## config.mk

```make
export PLATFORM = sky130hd
export DESIGN_NAME = quadrature_positioned_motor_control_unit
export DESIGN_NICKNAME = d
export VERILOG_FILES = /design/src/hdl/qpmc_pkg.sv /design/src/hdl/qpmc_csr.sv /design/src/hdl/qpmc_step.sv /design/src/hdl/quadrature_positioned_motor_control_unit.sv
export SDC_FILE = /design/constraint.sdc
export NUM_CORES = 1
export LEC_CHECK = 0
export BUFFER_PORTS_ARGS = -buffer_cell sky130_fd_sc_hd__clkbuf_2
export CORE_MARGIN = 2
export CORE_UTILIZATION = 44
export DETAILED_ROUTE_END_ITERATION = 8
export MAX_ROUTING_LAYER = met4
export PLACE_DENSITY = 0.65
export SYNTH_ARGS = -nofsm -noshare
export SYNTH_HDL_FRONTEND = slang
export SYNTH_SLANG_ARGS = --single-unit
```

## constraint.sdc

```tcl
create_clock -name clock -period 4.9 [get_ports clock]
set_input_delay 0.49 -clock clock [delete_from_list [all_inputs] [get_ports clock]]
set_output_delay 0.49 -clock clock [all_outputs]
set_load 0.01 [all_outputs]
```

## src/hdl/qpmc_pkg.sv

```systemverilog
`default_nettype none

package qpmc_pkg;

   // Event codes carried by the func field of an input word.
   localparam logic [2:0] FUNC_SAMPLE  = 3'd0;
   localparam logic [2:0] FUNC_EXTEND  = 3'd1;
   localparam logic [2:0] FUNC_RETRACT = 3'd2;
   localparam logic [2:0] FUNC_STOP    = 3'd3;
   localparam logic [2:0] FUNC_PRESS   = 3'd4;

   // Configuration register indexes (byte address bits [3:2]).
   localparam int unsigned CSR_ADDR_W = 4;
   localparam logic [1:0] REG_SLOW_DUTY      = 2'd0;
   localparam logic [1:0] REG_SLOW_THRESHOLD = 2'd1;
   localparam logic [1:0] REG_RETRACT_LIMIT  = 2'd2;

   // Register reset values. The threshold is 270 / 0.6545 rounded up, the
   // limit is -210 / 0.6545 + 15 rounded down, i.e. -306.
   localparam logic [7:0]  SLOW_DUTY_RST      = 8'd32;
   localparam logic [14:0] SLOW_THRESHOLD_RST = 15'd413;
   localparam logic [15:0] RETRACT_LIMIT_RST  = 16'hFECE;

   // Saturation bounds of the position count.
   localparam logic [15:0] CNT_MAX = 16'h7FFF;
   localparam logic [15:0] CNT_MIN = 16'h8000;

   // Direction of one quadrature transition.
   typedef enum logic [1:0] {
      DIR_NONE = 2'd0,
      DIR_UP   = 2'd1,
      DIR_DOWN = 2'd2
   } dir_type;

   // One input word.
   typedef struct packed {
      logic [2:0] func;
      logic       enc_a;
      logic       enc_b;
      logic       switch_open;
      logic [7:0] duty;
      logic       clear_count;
   } cmd_type;

   // Configuration seen by the datapath.
   typedef struct packed {
      logic [7:0]  slow_duty;
      logic [14:0] slow_threshold;
      logic [15:0] retract_limit;
   } cfg_type;

   // Controller state; the result word is read straight from it.
   typedef struct packed {
      logic [15:0] pos_count;
      logic [1:0]  last_phase;
      logic        extend_flag;
      logic        stop_flag;
      logic        swept_flag;
      logic        slow_flag;
      logic [7:0]  fwd_level;
      logic [7:0]  back_level;
   } state_type;

   localparam state_type STATE_RST = '{
      pos_count:   16'd0,
      last_phase:  2'd0,
      extend_flag: 1'b0,
      stop_flag:   1'b1,
      swept_flag:  1'b0,
      slow_flag:   1'b0,
      fwd_level:   8'd0,
      back_level:  8'd0
   };

   // Quadrature transition table indexed by {new phase, old phase}.
   function automatic dir_type phase_dir(input logic [3:0] full);
      dir_type d;
      unique case (full)
         4'b0001, 4'b1000, 4'b0111, 4'b1110: d = DIR_UP;
         4'b0010, 4'b0100, 4'b1011, 4'b1101: d = DIR_DOWN;
         default:                            d = DIR_NONE;
      endcase
      return d;
   endfunction

endpackage

`default_nettype wire

```

## src/hdl/qpmc_csr.sv

```systemverilog
`default_nettype none

module qpmc_csr (
   input  wire logic                                  clock,
   input  wire logic                                  reset,
   input  wire logic                                  psel,
   input  wire logic                                  penable,
   input  wire logic                                  pwrite,
   input  wire logic [qpmc_pkg::CSR_ADDR_W-1:0]       paddr,
   input  wire logic [31:0]                           pwdata,
   output logic [31:0]                                prdata,
   output logic                                       pready,
   output qpmc_pkg::cfg_type                          cfg
);

   qpmc_pkg::cfg_type cfg_ff;
   logic              wr_en;
   logic [1:0]        reg_idx;

   assign pready  = 1'b1;
   assign wr_en   = psel && penable && pwrite;
   assign reg_idx = paddr[3:2];
   assign cfg     = cfg_ff;

   // Register writes; addresses past the last register are dropped.
   always_ff @(posedge clock) begin
      if (reset) begin
         cfg_ff.slow_duty      <= qpmc_pkg::SLOW_DUTY_RST;
         cfg_ff.slow_threshold <= qpmc_pkg::SLOW_THRESHOLD_RST;
         cfg_ff.retract_limit  <= qpmc_pkg::RETRACT_LIMIT_RST;
      end else if (wr_en) begin
         unique case (reg_idx)
            qpmc_pkg::REG_SLOW_DUTY:      cfg_ff.slow_duty      <= pwdata[7:0];
            qpmc_pkg::REG_SLOW_THRESHOLD: cfg_ff.slow_threshold <= pwdata[14:0];
            qpmc_pkg::REG_RETRACT_LIMIT:  cfg_ff.retract_limit  <= pwdata[15:0];
            default: ;
         endcase
      end
   end

   // Read mux; the retract limit is returned sign-extended.
   always_comb begin
      unique case (reg_idx)
         qpmc_pkg::REG_SLOW_DUTY:      prdata = {24'd0, cfg_ff.slow_duty};
         qpmc_pkg::REG_SLOW_THRESHOLD: prdata = {17'd0, cfg_ff.slow_threshold};
         qpmc_pkg::REG_RETRACT_LIMIT:
            prdata = {{16{cfg_ff.retract_limit[15]}}, cfg_ff.retract_limit};
         default:                      prdata = 32'd0;
      endcase
   end

endmodule

`default_nettype wire

```

## src/hdl/qpmc_step.sv

```systemverilog
`default_nettype none

module qpmc_step (
   input  wire qpmc_pkg::cmd_type   cmd,
   input  wire qpmc_pkg::cfg_type   cfg,
   input  wire qpmc_pkg::state_type cur,
   output qpmc_pkg::state_type      nxt
);

   logic [1:0]        now_phase;
   qpmc_pkg::dir_type dir;
   logic [15:0]       cnt_step;
   logic [15:0]       thr_ext;

   assign now_phase = {cmd.enc_a, cmd.enc_b};
   assign dir       = qpmc_pkg::phase_dir({now_phase, cur.last_phase});
   assign thr_ext   = {1'b0, cfg.slow_threshold};

   // Saturating up/down count for an encoder sample.
   always_comb begin
      unique case (dir)
         qpmc_pkg::DIR_UP:
            cnt_step = (cur.pos_count != qpmc_pkg::CNT_MAX) ?
                       cur.pos_count + 16'd1 : cur.pos_count;
         qpmc_pkg::DIR_DOWN:
            cnt_step = (cur.pos_count != qpmc_pkg::CNT_MIN) ?
                       cur.pos_count - 16'd1 : cur.pos_count;
         default:
            cnt_step = cur.pos_count;
      endcase
   end

   // Next controller state for one event.
   always_comb begin
      nxt = cur;
      unique case (cmd.func)
         qpmc_pkg::FUNC_SAMPLE: begin
            nxt.pos_count  = cnt_step;
            nxt.last_phase = now_phase;
            if (!cur.extend_flag && !cur.stop_flag) begin
               // Retracting: stop once the limit is reached.
               if ($signed(cnt_step) <= $signed(cfg.retract_limit)) begin
                  nxt.fwd_level   = 8'd0;
                  nxt.back_level  = 8'd0;
                  nxt.extend_flag = 1'b0;
                  nxt.stop_flag   = 1'b1;
                  nxt.swept_flag  = 1'b1;
               end
            end else if (cur.extend_flag && !cur.slow_flag &&
                         $signed(cnt_step) >= $signed(thr_ext)) begin
               // Extending to the threshold: restart at slow duty if the switch is open.
               if (cmd.switch_open) begin
                  nxt.pos_count   = 16'd0;
                  nxt.extend_flag = 1'b1;
                  nxt.stop_flag   = 1'b0;
                  nxt.fwd_level   = cfg.slow_duty;
                  nxt.back_level  = 8'd0;
               end
               nxt.slow_flag = 1'b1;
            end
         end
         qpmc_pkg::FUNC_EXTEND: begin
            if (cmd.switch_open) begin
               nxt.pos_count   = 16'd0;
               nxt.extend_flag = 1'b1;
               nxt.stop_flag   = 1'b0;
               nxt.slow_flag   = 1'b0;
               nxt.fwd_level   = cmd.duty;
               nxt.back_level  = 8'd0;
            end
         end
         qpmc_pkg::FUNC_RETRACT: begin
            nxt.swept_flag = 1'b0;
            if (cmd.clear_count) begin
               nxt.pos_count = 16'd0;
            end
            nxt.stop_flag  = 1'b0;
            nxt.fwd_level  = 8'd0;
            nxt.back_level = cmd.duty;
         end
         qpmc_pkg::FUNC_STOP: begin
            nxt.fwd_level   = 8'd0;
            nxt.back_level  = 8'd0;
            nxt.extend_flag = 1'b0;
            nxt.stop_flag   = 1'b1;
         end
         qpmc_pkg::FUNC_PRESS: begin
            if (cur.extend_flag) begin
               nxt.fwd_level   = 8'd0;
               nxt.back_level  = 8'd0;
               nxt.extend_flag = 1'b0;
               nxt.stop_flag   = 1'b1;
            end
         end
         default: ;
      endcase
   end

endmodule

`default_nettype wire

```

## src/hdl/quadrature_positioned_motor_control_unit.sv

```systemverilog
`default_nettype none

// Motor controller with quadrature position decoding. Each accepted request
// word is one event (encoder sample, extend, retract, stop or limit-switch
// press) and yields exactly one response word with the drive levels, the
// status flags and the saturating signed position count after that event.
// The block takes one word per clock cycle while req_stall is low: the word is
// captured in an input register, the state update is a single pass of logic
// (one 16-bit increment/decrement followed by one compare against a threshold),
// and the response is held in an output register, so a response is offered
// once its word has passed the input and then the output register. While a
// response waits under rsp_stall one more request is still taken. Configuration
// is written through the APB port and must only change while no word is in flight.
module quadrature_positioned_motor_control_unit (
   input  wire logic                            clock,
   input  wire logic                            reset,
   // request channel
   input  wire logic                            req_valid,
   output logic                                 req_stall,
   input  wire logic [2:0]                      req_func,
   input  wire logic                            req_enc_a,
   input  wire logic                            req_enc_b,
   input  wire logic                            req_switch_open,
   input  wire logic [7:0]                      req_duty,
   input  wire logic                            req_clear_count,
   // response channel
   output logic                                 rsp_valid,
   input  wire logic                            rsp_stall,
   output logic [7:0]                           rsp_forward_drive,
   output logic [7:0]                           rsp_backward_drive,
   output logic                                 rsp_is_extending,
   output logic                                 rsp_is_stopped,
   output logic                                 rsp_is_swept,
   output logic signed [15:0]                   rsp_position,
   // configuration port
   input  wire logic                            psel,
   input  wire logic                            penable,
   input  wire logic                            pwrite,
   input  wire logic [qpmc_pkg::CSR_ADDR_W-1:0] paddr,
   input  wire logic [31:0]                     pwdata,
   output logic [31:0]                          prdata,
   output logic                                 pready
);

   qpmc_pkg::cfg_type   cfg;
   qpmc_pkg::cmd_type   cmd_ff;
   qpmc_pkg::state_type state_ff;
   qpmc_pkg::state_type state_in;
   qpmc_pkg::state_type rsp_ff;
   logic                in_valid_ff;
   logic                in_valid_in;
   logic                rsp_valid_ff;
   logic                rsp_valid_in;
   logic                req_take;
   logic                advance;

   qpmc_csr u_csr (
      .clock   (clock),
      .reset   (reset),
      .psel    (psel),
      .penable (penable),
      .pwrite  (pwrite),
      .paddr   (paddr),
      .pwdata  (pwdata),
      .prdata  (prdata),
      .pready  (pready),
      .cfg     (cfg)
   );

   qpmc_step u_step (
      .cmd (cmd_ff),
      .cfg (cfg),
      .cur (state_ff),
      .nxt (state_in)
   );

   // A word moves from the input register to the output register whenever
   // the output register is empty or is being taken this cycle.
   assign advance      = in_valid_ff && (!rsp_valid_ff || !rsp_stall);
   assign req_stall    = in_valid_ff && !advance;
   assign req_take     = req_valid && !req_stall;
   assign in_valid_in  = req_take || (in_valid_ff && !advance);
   assign rsp_valid_in = advance || (rsp_valid_ff && rsp_stall);

   // Pipeline control and controller state.
   always_ff @(posedge clock) begin
      if (reset) begin
         in_valid_ff  <= 1'b0;
         rsp_valid_ff <= 1'b0;
         state_ff     <= qpmc_pkg::STATE_RST;
      end else begin
         in_valid_ff  <= in_valid_in;
         rsp_valid_ff <= rsp_valid_in;
         if (advance) begin
            state_ff <= state_in;
         end
      end
   end

   // Input word register.
   always_ff @(posedge clock) begin
      if (req_take) begin
         cmd_ff.func        <= req_func;
         cmd_ff.enc_a       <= req_enc_a;
         cmd_ff.enc_b       <= req_enc_b;
         cmd_ff.switch_open <= req_switch_open;
         cmd_ff.duty        <= req_duty;
         cmd_ff.clear_count <= req_clear_count;
      end
   end

   // Response word register.
   always_ff @(posedge clock) begin
      if (advance) begin
         rsp_ff <= state_in;
      end
   end

   assign rsp_valid          = rsp_valid_ff;
   assign rsp_forward_drive  = rsp_ff.fwd_level;
   assign rsp_backward_drive = rsp_ff.back_level;
   assign rsp_is_extending   = rsp_ff.extend_flag;
   assign rsp_is_stopped     = rsp_ff.stop_flag;
   assign rsp_is_swept       = rsp_ff.swept_flag;
   assign rsp_position       = $signed(rsp_ff.pos_count);

endmodule

`default_nettype wire

```

==> flow_summary.json <==
{
  "rsz0062_at_grt": "no",
  "setup_viol": 0,
  "synth_top_cell_by_area": "dfxtp_1",
  "fin_crit_sh_pct": 93.6,
  "port_buffers": 108,
  "gp_congestion": 0.954,
  "fin_crit_ns": 4.59,
  "ir_worst_vdd_uv": 242,
  "hold_depth": 1,
  "r2r-start": "state_ff[31]$_SDFFE_PP0P_",
  "die_w_um": 134,
  "dieHeight_um": 134,
  "layout-drive-gt1-share_pct": 23.7,
  "syn_area_um2": 7460,
  "grt_first_pass_wirelength_um": 32700,
  "synth-seq-cells": 129,
  "synth_warnings": 0,
  "routed_wl_um": 20300,
  "status": "finished, final reports clean",
  "hold_start": "req_duty[3]",
  "synth_ff_type": "dfxtp_1",
  "relSlewSlack_pct": 35.3,
  "critPathKind": "register to register",
  "fmaxAchievable_mhz": 218,
  "r2r_cells": 16,
  "drtAntennaViolNets": 0,
  "register_area_um2": 3080,
  "cts_tree": "built",
  "endpoint_kind": "register",
  "multi_input_area_um2": 3850,
  "report.final.slew_viol_count": 0,
  "diodes": 0,
  "reg2reg_to": "rsp_forward_drive[6]$_DFFE_PP_",
  "syn_inst": 820,
  "synthTopCellsByArea": "dfxtp_1 (21%), edfxtp_1 (20%), ha_1 (5.9%), nand2_1 (5.2%), o21ai_0 (3.2%)",
  "grt_max_degree": 51,
  "syn_nets": 913,
  "wl_per_cell_um": 17.6,
  "netlist.area_leader.share_pct": 21.2,
  "synth-edff-count": 50,
  "clkTransAtPathRegs_ns": 0.06,
  "clk_path_buf_depth": 2,
  "start_util_pct": 45.0,
  "hold-path-endpoint": "cmd_ff[4]$_DFFE_PP_",
  "rows": 47,
  "clk-insertion-delay-late_ns": 0.43,
  "first_iter_violations": 435,
  "fin_tns_setup_ns": 0,
  "crit_arrival_ns": 4.76,
  "num-fill-cells": 1560,
  "avgSynthCellArea_um2": 9.10,
  "fin_nets": 1015,
  "hold_viol_final": 0,
  "cts_buffers": 17,
  "vias": 6618,
  "p_leak_nw": 3.86,
  "htree_levels": 4,
  "cts-root-buf": "clkbuf_16",
  "ctsHoldBuffers": 0,
  "start_kind": "register",
  "hold_class": "input port to register",
  "async_flop_share_pct": 0,
  "tightest_slew_ns": 0.970,
  "ys_seq_area_share_pct": 41.3,
  "ys_types": 77,
  "post-dp-hpwl_um": 14400,
  "core_um2": 16600,
  "io_pins": 128,
  "grt_overflow_total": 0,
  "syn_to_final_growth_pct": 19.2,
  "fin_skew_ns": 0.00877,
  "cp_max_fo": 15,
  "maxCapViolCount": 0,
  "cts_sinks": 129,
  "final_area_um2": 8890,
  "grt_util_all_layers_pct": 23.8,
  "dieArea_um2": 18000,
  "powerDensity_nw_per_um2": 308,
  "grt_pass1_vias": 6203,
  "reg2reg_slack_ns": 0.31,
  "place_area_um2": 8290,
  "required_ns": 5.07,
  "drc": 0,
  "via_per_inst": 5.73,
  "drtPass1Iterations": 4,
  "antenna_found_initial": 0
}
## placed cells by master (no fill, tap or decap), types with 6 or more instances in the layout
cell type  count
clkbuf_16     17
a21o_1         9
nand2_1      103
o32ai_2        9
a21oi_1       45
clkbuf_2     108
ha_1          35
nor2b_1        8
and2_1        12
nand3_1       30
buf_4         46
and3_1         8
a221o_1       12
nor2_1        38
a311oi_1       8
dfxtp_1       78
a22o_1        22
a41o_1         7
a32o_1         9
nand4_1        8
o211ai_1      20
o21ai_0       47
a211oi_1       6
a31oi_1        7
mux2i_1       20
edfxtp_1      50
nor3b_1        7
nor3_1        13
inv_1         49
## cell families after synthesis
kind of cell               after synthesis  synth area share (%)
adders and majority gates               35                  5.87
other                                    1                0.0503
AOI/OAI and AO/OA                      241                  24.1
buffers and inverters                  125                  7.63
xor gates and xnor gates                 5                 0.587
muxes                                   20                  2.68
and+or+nand+nor                        264                  17.7
DFF                                    129                  41.3
## report_power, final
part / leakage, nW / switching (mW) / total [mW] / internal [mW]
combinational: 2.49 / 0.210 / 0.347 / 0.136
sequential: 1.11 / 0.0235 / 1.18 / 1.15
clock: 0.260 / 0.513 / 1.22 / 0.703
total: 3.86 / 0.746 / 2.74 / 1.99
## cell type report
| class | count | area share (%) |
|---|---|---|
| clock buffers | 18 | 4.83 |
| clock inverters | 14 | 1.46 |
| inverters | 52 | 2.20 |
| multi-input cells | 566 | 43.3 |
| flip-flops and latches | 129 | 34.7 |
| well taps | 220 | 3.10 |
| repair buffers | 156 | 10.4 |
## Yosys cell counts (all sizes together) (3+ instances only)
cell	n
nand2	103
dfxtp	79
edfxtp	50
inv	50
o21ai	48
a21oi	47
nor2	42
clkbuf	39
ha	35
buf	34
nand3	31
a22o	22
mux2i	20
o211ai	20
nor3	14
a221o	12
and2	12
nor3b	11
o32ai	11
a21o	9
a32o	9
a311oi	8
and3	8
nand4	8
nor2b	8
a31oi	7
a41o	7
a211oi	6
a221oi	5
nand2b	5
o31ai	4
or3	4
and4	3
nand3b	3
nor4	3
xor2	3
## state kept, by name, summed over array words and instances, names as in the netlist
signal and cells:
u_csr.cfg 39, in_valid_ff 1, cmd_ff 15, rsp_is_stopped 1, rsp_backward_drive 8, rsp_is_swept 1
rsp_position 16, rsp_valid 1, state_ff 38, rsp_forward_drive 8, rsp_is_extending 1
## worst max-delay path by stage
stage | start | endpoint | slack (ns) | cells after the start
2_1_floorplan | cmd_ff[11]$_DFFE_PP_ | rsp_forward_drive[0]$_DFFE_PP_ | 0.64 | 17
3_3_place_gp | state_ff[22]$_SDFFE_PP0P_ | rsp_forward_drive[0]$_DFFE_PP_ | 0.23 | 18
3_5_place_dp | state_ff[22]$_SDFFE_PP0P_ | rsp_forward_drive[6]$_DFFE_PP_ | 0.18 | 18
4_1_cts | state_ff[22]$_SDFFE_PP0P_ | rsp_forward_drive[0]$_DFFE_PP_ | 0.17 | 18
5_1_grt | state_ff[23]$_SDFFE_PP0P_ | state_ff[3]$_SDFFE_PP0P_ | 0.02 | 19
6_report | state_ff[31]$_SDFFE_PP0P_ | rsp_forward_drive[6]$_DFFE_PP_ | 0.31 | 16
## timing repair
| item | CTS | global route |
|---|---|---|
| setup buffers | 0 | 1 |
| resized for setup | 0 | 11 |
| hold endpoints to repair | 0 | 0 |
| endpoints found under the setup margin | 0 | 47 |
## worst max-delay path: stages (launching register included)
cell and delay, ns:
dfxtp_1 0.56, and4_1 0.41, and4_1 0.29, a21boi_1 0.17, a32o_1 0.30, a21oi_1 0.16, a21o_1 0.20, inv_1 0.09
ha_1 0.29, a21oi_1 0.18, o21ai_0 0.11, or3_1 0.44, a41oi_1 0.33, and2_1 0.22, o21ai_2 0.08, buf_12 0.17
a221o_1 0.35
## per-stage QoR
stage	hold slack [ns]	cells	power (mW)	setup slack, ns	util [%]
after detailed placement	0.452	1122	1.54	0.182	50.0
after CTS	0.227	1154	2.75	0.173	53.4
after floorplan	0.436	820	1.41	0.643	-
after global placement	0.442	1122	1.54	0.226	50.0
after global routing	0.225	1155	2.85	0.0188	53.6
final	0.237	1155	2.74	0.312	53.6
## metal layers
layer	track usage, %	wire [um]
met1	30.9	9060
met2	37.7	9720
met3	4.69	1260
met4	6.84	286
met5	-	0
No activity file was read; power rests on OpenSTA's default activity.
